==> src/rtl/core/ubx_fb_pkg.sv <==
// Shared types and constants for the UBX frame builder.
`timescale 1ns / 1ps

package ubx_fb_pkg;

   // Frame sync bytes.
   localparam logic [7:0] SYNC_FIRST  = 8'hB5;
   localparam logic [7:0] SYNC_SECOND = 8'h62;

   // Longest burst of bytes that one input word expands into.
   localparam int unsigned MAX_BYTES  = 8;
   localparam int unsigned CNT_W      = $clog2(MAX_BYTES + 1);

   // Input word widths.
   localparam int unsigned REQ_DATA_W = 40;
   localparam int unsigned RSP_DATA_W = 8;

   // Kind of input word, carried on tuser.
   typedef enum logic {
      OP_START   = 1'b0,
      OP_PAYLOAD = 1'b1
   } op_type;

   // One input word after unpacking.
   typedef struct packed {
      op_type      operation;
      logic [7:0]  msg_class;
      logic [7:0]  msg_id;
      logic [15:0] payload_length;
      logic [7:0]  payload_byte;
   } item_type;

endpackage

==> src/rtl/core/ubx_fb_hold.sv <==
// Input register stage: holds one accepted request word for the core.
`timescale 1ns / 1ps

module ubx_fb_hold (
   input  logic                 clock,
   input  logic                 reset,
   input  logic                 in_valid,
   output logic                 in_ready,
   input  ubx_fb_pkg::item_type in_item,
   output logic                 out_valid,
   input  logic                 out_take,
   output ubx_fb_pkg::item_type out_item
);

   logic                 valid_ff;
   logic                 valid_in;
   ubx_fb_pkg::item_type item_ff;

   // The register frees up in the same cycle the core takes its word.
   assign in_ready  = !valid_ff || out_take;
   assign out_valid = valid_ff;
   assign out_item  = item_ff;

   always_comb begin
      valid_in = valid_ff;
      if (in_valid && in_ready) begin
         valid_in = 1'b1;
      end else if (out_take) begin
         valid_in = 1'b0;
      end
   end

   always_ff @(posedge clock) begin
      if (reset) begin
         valid_ff <= 1'b0;
      end else begin
         valid_ff <= valid_in;
      end
   end

   // Payload register needs no reset.
   always_ff @(posedge clock) begin
      if (in_valid && in_ready) begin
         item_ff <= in_item;
      end
   end

endmodule

==> src/rtl/core/ubx_fb_core.sv <==
// Frame state, checksum update, byte burst buffer and output register.
`timescale 1ns / 1ps

module ubx_fb_core (
   input  logic                 clock,
   input  logic                 reset,
   input  logic                 item_valid,
   output logic                 item_take,
   input  ubx_fb_pkg::item_type item,
   output logic                 out_valid,
   input  logic                 out_ready,
   output logic [7:0]           out_byte,
   output logic                 out_frame_end,
   output logic                 out_run_last
);

   localparam int unsigned N = ubx_fb_pkg::MAX_BYTES;
   localparam int unsigned W = ubx_fb_pkg::CNT_W;

   // Frame state.
   logic [7:0]  sum_a_ff, sum_a_in;
   logic [7:0]  sum_b_ff, sum_b_in;
   logic [15:0] left_ff, left_in;
   logic        open_ff, open_in;

   // Burst buffer: slot 0 is the next byte to send.
   logic [7:0]  bytes_ff [N];
   logic [7:0]  bytes_in [N];
   logic [N-1:0] ends_ff, ends_in;
   logic [W-1:0] count_ff, count_in;

   // Output register.
   logic        rsp_valid_ff, rsp_valid_in;
   logic [7:0]  rsp_byte_ff;
   logic        rsp_end_ff;
   logic        rsp_last_ff;

   // Expansion of the held word.
   logic [7:0]  exp_bytes [N];
   logic [N-1:0] exp_ends;
   logic [W-1:0] exp_count;
   logic [7:0]  a1, b1, a2, b2, a3, b3, a4, b4;
   logic [7:0]  pa, pb;
   logic        busy, out_free, emit, last_emit;

   assign busy      = (count_ff != '0);
   assign out_free  = !rsp_valid_ff || out_ready;
   assign emit      = busy && out_free;
   assign last_emit = emit && (count_ff == W'(1));
   assign item_take = item_valid && (!busy || last_emit);

   // Header checksum chain over class, id and the two length bytes.
   always_comb begin
      a1 = item.msg_class;
      b1 = a1;
      a2 = a1 + item.msg_id;
      b2 = b1 + a2;
      a3 = a2 + item.payload_length[7:0];
      b3 = b2 + a3;
      a4 = a3 + item.payload_length[15:8];
      b4 = b3 + a4;
      pa = sum_a_ff + item.payload_byte;
      pb = sum_b_ff + pa;
   end

   // Byte list and state update caused by the held word.
   always_comb begin
      for (int i = 0; i < N; i++) begin
         exp_bytes[i] = '0;
      end
      exp_ends  = '0;
      exp_count = '0;
      sum_a_in  = sum_a_ff;
      sum_b_in  = sum_b_ff;
      left_in   = left_ff;
      open_in   = open_ff;
      if (item.operation == ubx_fb_pkg::OP_START) begin
         exp_bytes[0] = ubx_fb_pkg::SYNC_FIRST;
         exp_bytes[1] = ubx_fb_pkg::SYNC_SECOND;
         exp_bytes[2] = item.msg_class;
         exp_bytes[3] = item.msg_id;
         exp_bytes[4] = item.payload_length[7:0];
         exp_bytes[5] = item.payload_length[15:8];
         exp_bytes[6] = a4;
         exp_bytes[7] = b4;
         exp_ends[7]  = 1'b1;
         sum_a_in     = a4;
         sum_b_in     = b4;
         left_in      = item.payload_length;
         if (item.payload_length == 16'd0) begin
            exp_count = W'(8);
            open_in   = 1'b0;
         end else begin
            exp_count = W'(6);
            open_in   = 1'b1;
         end
      end else if (open_ff) begin
         exp_bytes[0] = item.payload_byte;
         exp_bytes[1] = pa;
         exp_bytes[2] = pb;
         exp_ends[2]  = 1'b1;
         sum_a_in     = pa;
         sum_b_in     = pb;
         left_in      = left_ff - 16'd1;
         if (left_ff == 16'd1) begin
            exp_count = W'(3);
            open_in   = 1'b0;
         end else begin
            exp_count = W'(1);
         end
      end
   end

   // Buffer loads on a take and shifts down on each sent byte.
   always_comb begin
      for (int i = 0; i < N; i++) begin
         bytes_in[i] = bytes_ff[i];
      end
      ends_in  = ends_ff;
      count_in = count_ff;
      if (item_take) begin
         for (int i = 0; i < N; i++) begin
            bytes_in[i] = exp_bytes[i];
         end
         ends_in  = exp_ends;
         count_in = exp_count;
      end else if (emit) begin
         for (int i = 0; i < N - 1; i++) begin
            bytes_in[i] = bytes_ff[i + 1];
         end
         bytes_in[N-1] = '0;
         ends_in       = {1'b0, ends_ff[N-1:1]};
         count_in      = count_ff - W'(1);
      end
   end

   // Output valid follows each sent byte until the receiver takes it.
   always_comb begin
      rsp_valid_in = rsp_valid_ff;
      if (emit) begin
         rsp_valid_in = 1'b1;
      end else if (out_ready) begin
         rsp_valid_in = 1'b0;
      end
   end

   always_ff @(posedge clock) begin
      if (reset) begin
         sum_a_ff     <= '0;
         sum_b_ff     <= '0;
         left_ff      <= '0;
         open_ff      <= 1'b0;
         count_ff     <= '0;
         rsp_valid_ff <= 1'b0;
      end else begin
         if (item_take) begin
            sum_a_ff <= sum_a_in;
            sum_b_ff <= sum_b_in;
            left_ff  <= left_in;
            open_ff  <= open_in;
         end
         count_ff     <= count_in;
         rsp_valid_ff <= rsp_valid_in;
      end
   end

   // Data registers carry no reset.
   always_ff @(posedge clock) begin
      for (int i = 0; i < N; i++) begin
         bytes_ff[i] <= bytes_in[i];
      end
      ends_ff <= ends_in;
      if (emit) begin
         rsp_byte_ff <= bytes_ff[0];
         rsp_end_ff  <= ends_ff[0];
         rsp_last_ff <= (count_ff == W'(1));
      end
   end

   assign out_valid     = rsp_valid_ff;
   assign out_byte      = rsp_byte_ff;
   assign out_frame_end = rsp_end_ff;
   assign out_run_last  = rsp_last_ff;

endmodule

==> src/rtl/core/ubx_frame_builder_unit.sv <==
// Top level of the UBX frame builder: request stream in, framed byte stream out.
//
// Usage: each request word is either a frame start (req_tuser = 0) with class,
// id and 16-bit payload length, or one payload byte (req_tuser = 1). A start
// word yields the sync bytes, class, id and length (low byte first), and when
// the length is zero also checksum A and B: 6 or 8 response words. A payload
// word of an open frame yields its byte, plus checksum A and B after the last
// counted byte: 1 or 3 words. A payload word with no frame open yields none.
// A start abandons any open frame. rsp_tlast marks the last word caused by a
// request word; rsp_tuser marks checksum B, the end of a frame.
// Path: a request word passes the input register, then the burst buffer, then
// the output register before its first response word appears. Throughput: one
// response word per cycle while rsp_tready stays high; payload bytes then stream
// at one per cycle. The burst buffer and its single output register set that.
// Reset clears the checksum, the byte count and any open frame, and empties
// all stages. When the receiver stalls, the output register holds its word,
// the burst buffer holds, and one more request word waits in the input register.
`timescale 1ns / 1ps

module ubx_frame_builder_unit (
   input  logic                                clock,
   input  logic                                reset,
   input  logic                                req_tvalid,
   output logic                                req_tready,
   // [7:0] msg_class, [15:8] msg_id, [31:16] payload_length, [39:32] payload_byte
   input  logic [ubx_fb_pkg::REQ_DATA_W-1:0]   req_tdata,
   // [0] operation
   input  logic                                req_tuser,
   output logic                                rsp_tvalid,
   input  logic                                rsp_tready,
   // [7:0] out_byte
   output logic [ubx_fb_pkg::RSP_DATA_W-1:0]   rsp_tdata,
   // [0] frame_end
   output logic                                rsp_tuser,
   output logic                                rsp_tlast
);

   ubx_fb_pkg::item_type req_item;
   ubx_fb_pkg::item_type held_item;
   logic                 held_valid;
   logic                 held_take;

   // Unpack the request word.
   always_comb begin
      req_item.operation      = ubx_fb_pkg::op_type'(req_tuser);
      req_item.msg_class      = req_tdata[7:0];
      req_item.msg_id         = req_tdata[15:8];
      req_item.payload_length = req_tdata[31:16];
      req_item.payload_byte   = req_tdata[39:32];
   end

   // Input register.
   ubx_fb_hold u_hold (
      .clock     (clock),
      .reset     (reset),
      .in_valid  (req_tvalid),
      .in_ready  (req_tready),
      .in_item   (req_item),
      .out_valid (held_valid),
      .out_take  (held_take),
      .out_item  (held_item)
   );

   // Framing core and output register.
   ubx_fb_core u_core (
      .clock         (clock),
      .reset         (reset),
      .item_valid    (held_valid),
      .item_take     (held_take),
      .item          (held_item),
      .out_valid     (rsp_tvalid),
      .out_ready     (rsp_tready),
      .out_byte      (rsp_tdata),
      .out_frame_end (rsp_tuser),
      .out_run_last  (rsp_tlast)
   );

endmodule
==> config.mk <==
export PLATFORM = sky130hd
export DESIGN_NAME = ubx_frame_builder_unit
export DESIGN_NICKNAME = d
export VERILOG_FILES = /design/src/rtl/core/ubx_fb_pkg.sv /design/src/rtl/core/ubx_fb_hold.sv /design/src/rtl/core/ubx_fb_core.sv /design/src/rtl/core/ubx_frame_builder_unit.sv
export SDC_FILE = /design/constraint.sdc
export NUM_CORES = 1
export LEC_CHECK = 0
export ABC_AREA = 1
export ABC_CLOCK_PERIOD_IN_PS = 17000
export BUFFER_PORTS_ARGS = -buffer_cell sky130_fd_sc_hd__buf_2
export CAP_MARGIN = 20
export CORE_AREA = 5 5 135 137
export DETAILED_ROUTE_END_ITERATION = 8
export DIE_AREA = 0 0 140 142
export GPL_TIMING_DRIVEN = 0
export PLACE_DENSITY = 0.7
export SYNTH_ARGS = -nofsm -noshare
export SYNTH_HDL_FRONTEND = slang
export SYNTH_SLANG_ARGS = --single-unit
==> constraint.sdc <==
create_clock -name clock -period 17 [get_ports clock]
set_input_delay 1.7 -clock clock [delete_from_list [all_inputs] [get_ports clock]]
set_output_delay 1.7 -clock clock [all_outputs]
set_load 0.02 [all_outputs]
# After elaboration in Yosys (flattened, before gate mapping)
# Memory sizes are Yosys's and may differ from the RTL's.
# Cells that the tools add are included.
dict set report op_classes {
  n_reduce_logical 16
  n_mux 30
  addsub 10
  n_div 0
  multipliers 0
  order_cmp 0
  n_bitwise 0
  n_shift 0
  eq_ne 3
}
# op n
set ops {}
lappend ops {{64-bit two-way mux} 2}
lappend ops {{8-bit adder} 8}
lappend ops {{24-bit two-way mux} 2}
lappend ops {{8-bit two-way mux} 6}
lappend ops {{40-bit two-way mux} 1}
lappend ops {{16-bit two-way mux} 2}
lappend ops {{4-bit two-way mux} 5}
lappend ops {{16-bit by 1-bit == test with 1-bit output, second input constant} 1}
lappend ops {{16-bit zero test} 1}
lappend ops {{16-bit by 1-bit subtractor with 16-bit output, second input constant} 1}
lappend ops {{1-bit two-way mux} 11}
lappend ops {{2-bit nonzero test} 3}
lappend ops {{4-bit by 1-bit == test with 1-bit output, second input constant} 1}
lappend ops {{1-bit logical AND} 4}
lappend ops {{4-bit nonzero test} 1}
lappend ops {{4-bit by 1-bit subtractor with 4-bit output, second input constant} 1}
lappend ops {{1-bit zero test} 3}
lappend ops {{1-bit logical OR} 3}
lappend ops {{2-bit two-way mux} 1}
lappend ops {{2-bit by 1-bit != test with 1-bit output, second input constant} 1}
lappend ops {{2-bit AND reduction} 1}
dict set report word_totals {
  inputBits 45
  output_inout_bits 12
  mem_bits_ro 0
  elab_cells 77
  memories 1
  reg_bits 98
  mem_bits_rw 64
  latchBits 0
}
# memory words width read_ports rd_ports_with_merged_regs write_ports line_no
set memory_table {}
lappend memory_table {u_core.bytes_ff 8 8 8 0 8 ubx_fb_core.sv:27} ;# logic [7:0] bytes_ff [N];

# Logic depth before layout (Yosys ltp)
dict set report logic_depth {
  word_depth 9
  mapped_depth 38
  depth_no_buf 38
}

# Hierarchy
# A second synthesis with hierarchy kept.
dict set report unflattened {
  cells_unflattened 942
  hier_area_um2 8842.2
}
# mod cells_each n_inst area_each_um2 seq_area_each_um2
set modules_own_cells {}
lappend modules_own_cells {ubx_fb_core 895 1 7563.5 3163.0}
lappend modules_own_cells {ubx_fb_hold 47 1 1278.7 1251.2}

# Worst setup path before layout
# No wires, ideal clock.
dict set report synth_path {
  path_kind {reg-to-reg}
  start {register u_hold.item_ff, in the netlist u_hold.out_item[32]}
  end {memory u_core.bytes_ff[7][7] (netlist: u_core.bytes_ff[1][31]) (data pin)}
  n_path_buf 0
  synth_period_minus_slack_ps 5854
  path_stages_with_launch 34
  arrival_ps 5588
  setup_time_ps 266
  t_required_ps 16734
  setup_slack_ps 11146
  cell_sequence {edfxtp_1 -> ha_1 -> fa_1 -> nand3_1 -> nand2_1 -> or2_2 -> nand2_1 -> inv_1 -> ha_1 -> a21oi_1 -> a21boi_0 -> xor2_1 -> inv_1 -> ha_1 -> nand2_1 -> or2_2 -> nand3_1 -> xor2_1 -> fa_1 -> inv_1 -> fa_1 -> ha_1 -> nand2_1 -> inv_1 -> nand2_1 -> nand2_1 -> nor2_1 -> o21ai_0 -> nand2_1 -> nand2_1 -> nand2_1 -> nand2_1 -> nand3_1 -> nor2_1}
}
# element line_no
set synth_rtl {}
lappend synth_rtl {{from (decl)} ubx_fb_hold.sv:17} ;# ubx_fb_pkg::item_type item_ff;
lappend synth_rtl {{from (signal assigned)} ubx_fb_hold.sv:44} ;# item_ff <= in_item;
lappend synth_rtl {{to (decl)} ubx_fb_core.sv:27}

==> out/metrics.yaml <==
final_layout:
  syn_to_final_growth_pct: 13.4
  drive_gt1_share_pct: 11.0
  final_area_um2: 9970
  final_nets: 1129
  fillerInstances: 1498
  n_antenna_cell: 0
worst_hold_path:
  hold_path_class: "reg -> reg"
place:
  gp_congestion: 0.945
  dp_hpwl_mm: 17.0
  place_area_um2: 9380
  io_buffers: 56
yosys:
  syn-mean-instance-area_um2: 9.32
  synth.most_common_cell: "nand2_1"
  synthTopCellsByArea: "edfxtp_1 (40%), dfxtp_1 (10%), nand2_1 (9.0%)"
  synth-warning-count: 0
  synthCells: 943
  yosysTopAreaCell: "edfxtp_1"
  synthArstFlopShare_pct: 0
  synth_top_area_share_pct: 40.0
  synth_edf_count: 117
  synthesis.area_um2: 8790
  ys.flop_type: "edfxtp_1"
  synth_fp_nets: 1053
  ys_seq_area_share_pct: 50.2
  synthDistinctLibCells: 42
  synth-seq-cells: 162
  yosys-top-cells-count: "nand2_1 (211), inv_1 (126), edfxtp_1 (117)"
timing:
  finalHoldViolations: 0
  setup-tns-final_ns: 0
  fmax_mhz: 146
  hold_slack_ns: 0.420
  setup_viol: 0
  finClkSkew_ns: 0.00786
  fin_crit_sh_pct: 40.2
  slew_viol_final: 0
  slew-limit-headroom_pct: 35.9
  rsz0062_at_grt: "false"
  worst_slew_pin_slew_ns: 0.961
  fin_crit_ns: 6.84
clocking:
  numCtsBuffers: 17
  clk_pin_slew_ns: 0.07
  cts_root_buf: "clkbuf_16"
  tritoncts: "yes"
  htreeDepth: 4
  ctsResizeCount: 0
  post_cts_buffers: 0
  clock_path_buffers: 2
  clkSinkCount: 162
  hold_buffers: 0
  insertion_delay_ns: 0.44
job:
  maxCapViolations: 0
routing:
  wirelength_mm: 23.1
  post-route-drc-count: 0
  viasPerCell: 5.54
  drt_iter0_markers: 689
  route.vias.total: 6963
  firstDrtPassIters: 5
  ant_nets: 0
  wl_per_cell_um: 18.3
die:
  die-area_um2: 19900
  fp.dieW_um: 140
  die_y_um: 142
  ioPinCount: 57
  start_util_pct: 51.9
  rows: 48
  design.core.area_um2: 16900
global_route:
  antenna_found_initial: 0
  grt_pass1_wl_mm: 36.3
  grt_max_degree: 69
  grt_pass1_vias: 6881
  gr-total-overflow: 0
  track_usage_pct: 24.0
critical_path:
  endpoint_kind: "register"
  cp_common_cell: "nand2_1"
  max_stage_delay_ns: 0.50
  critPathTopFamily: "adder cells"
  slowest_stage: "edfxtp_1"
  cp_num_buf_inv: 4
  start_kind: "register"
  crit_type: "reg -> reg"
  cp.arrival_ns: 7.01
  worstPathRequired_ns: 17.17
  crit_path_max_fanout: 4
outcome:
  outcome: "completed"
[area by class of cell]
cell class | instances | area (um2) | area share (%)
inverters | 130 | 495 | 4.97
well taps | 225 | 282 | 2.82
clock inverters | 11 | 130 | 1.31
plain buffers | 32 | 159 | 1.59
repair buffers | 57 | 300 | 3.01
clock buffers | 21 | 460 | 4.62
flip-flops and latches | 162 | 4410 | 44.3
multi-input cells | 619 | 3730 | 37.4
[sequential cells by signal, indices dropped and copies added, names as in the netlist, 4 cells and up]
name	count
u_core.bytes_ff	64
u_core.count_ff	4
u_core.ends_ff	8
u_core.left_ff	16
u_core.out_byte	8
u_core.sum_a_ff	8
u_core.sum_b_ff	8
u_hold.out_item	41
[worst paths after layout]
check	startpoint	endpoint	slack, ns	cells past startpoint
setup / recovery	u_hold.out_item[32]	u_core.bytes_ff[1][31]	10.16	33
hold / removal	u_core.bytes_ff[0][2]	u_core.out_byte[2]	0.42	0
setup reg to reg	u_hold.out_item[32]	u_core.bytes_ff[1][31]	10.16	33
hold reg to reg	u_core.bytes_ff[0][2]	u_core.out_byte[2]	0.42	0
[kinds of logic (layout without fill, tap and decap cells)]
kind of cell | count (synthesis) | in the layout | synth area share (%)
AND/OR/NAND/NOR | 330 | 330 | 15.5
buffers and inverters | 162 | 251 | 7.45
flip-flops | 162 | 162 | 50.2
AO/OA/AOI/OAI | 195 | 195 | 13.1
XOR/XNOR | 29 | 29 | 2.89
adder cells (fa/ha/maj) | 65 | 65 | 10.8
[stage by stage]
stage / util, % / setup WS (ns) / std cells
after detailed placement: 55.4 / 10.21 / 1225
after floorplan: - / 11.15 / 943
final: 58.9 / 10.16 / 1257
after global routing: 58.9 / 9.69 / 1257
after CTS: 58.9 / 10.14 / 1257
after global placement: 55.2 / 10.27 / 1224
[layout by cell type (no fill, tap or decap), drive strengths merged, types with 18 or more instances in the layout]
cell    instances
inv           131
clkbuf         42
nand3          40
dfxtp          45
o21ai          79
xor2           19
fa             18
buf            68
ha             47
edfxtp        117
nor2           53
nand2         214
a21oi          55
[worst reg2reg max path: cells and delay by family, from the launching register on]
kind            cells  cell delay (ns)
fa+ha+maj           7             2.65
simple gates       17             1.82
compound gates      3             0.67
xor+xnor            2             0.67
flops               1             0.50
buf+inv             4             0.26
[per-layer routing]
layer / global-route usage (%) / vias to the layer above / part of all wire, % / wire (um)
li1: - / 3355 / - / -
met4: 9.64 / 0 / 3.6 / 838
met2: 40.0 / 287 / 47 / 10900
met5: 0 / - / 0 / 0
met1: 30.3 / 3268 / 41 / 9400
met3: 5.88 / 53 / 8.4 / 1930
Power is not shown: default switching activity piles up to over one toggle a cycle in this logic, so the estimate is an artifact.
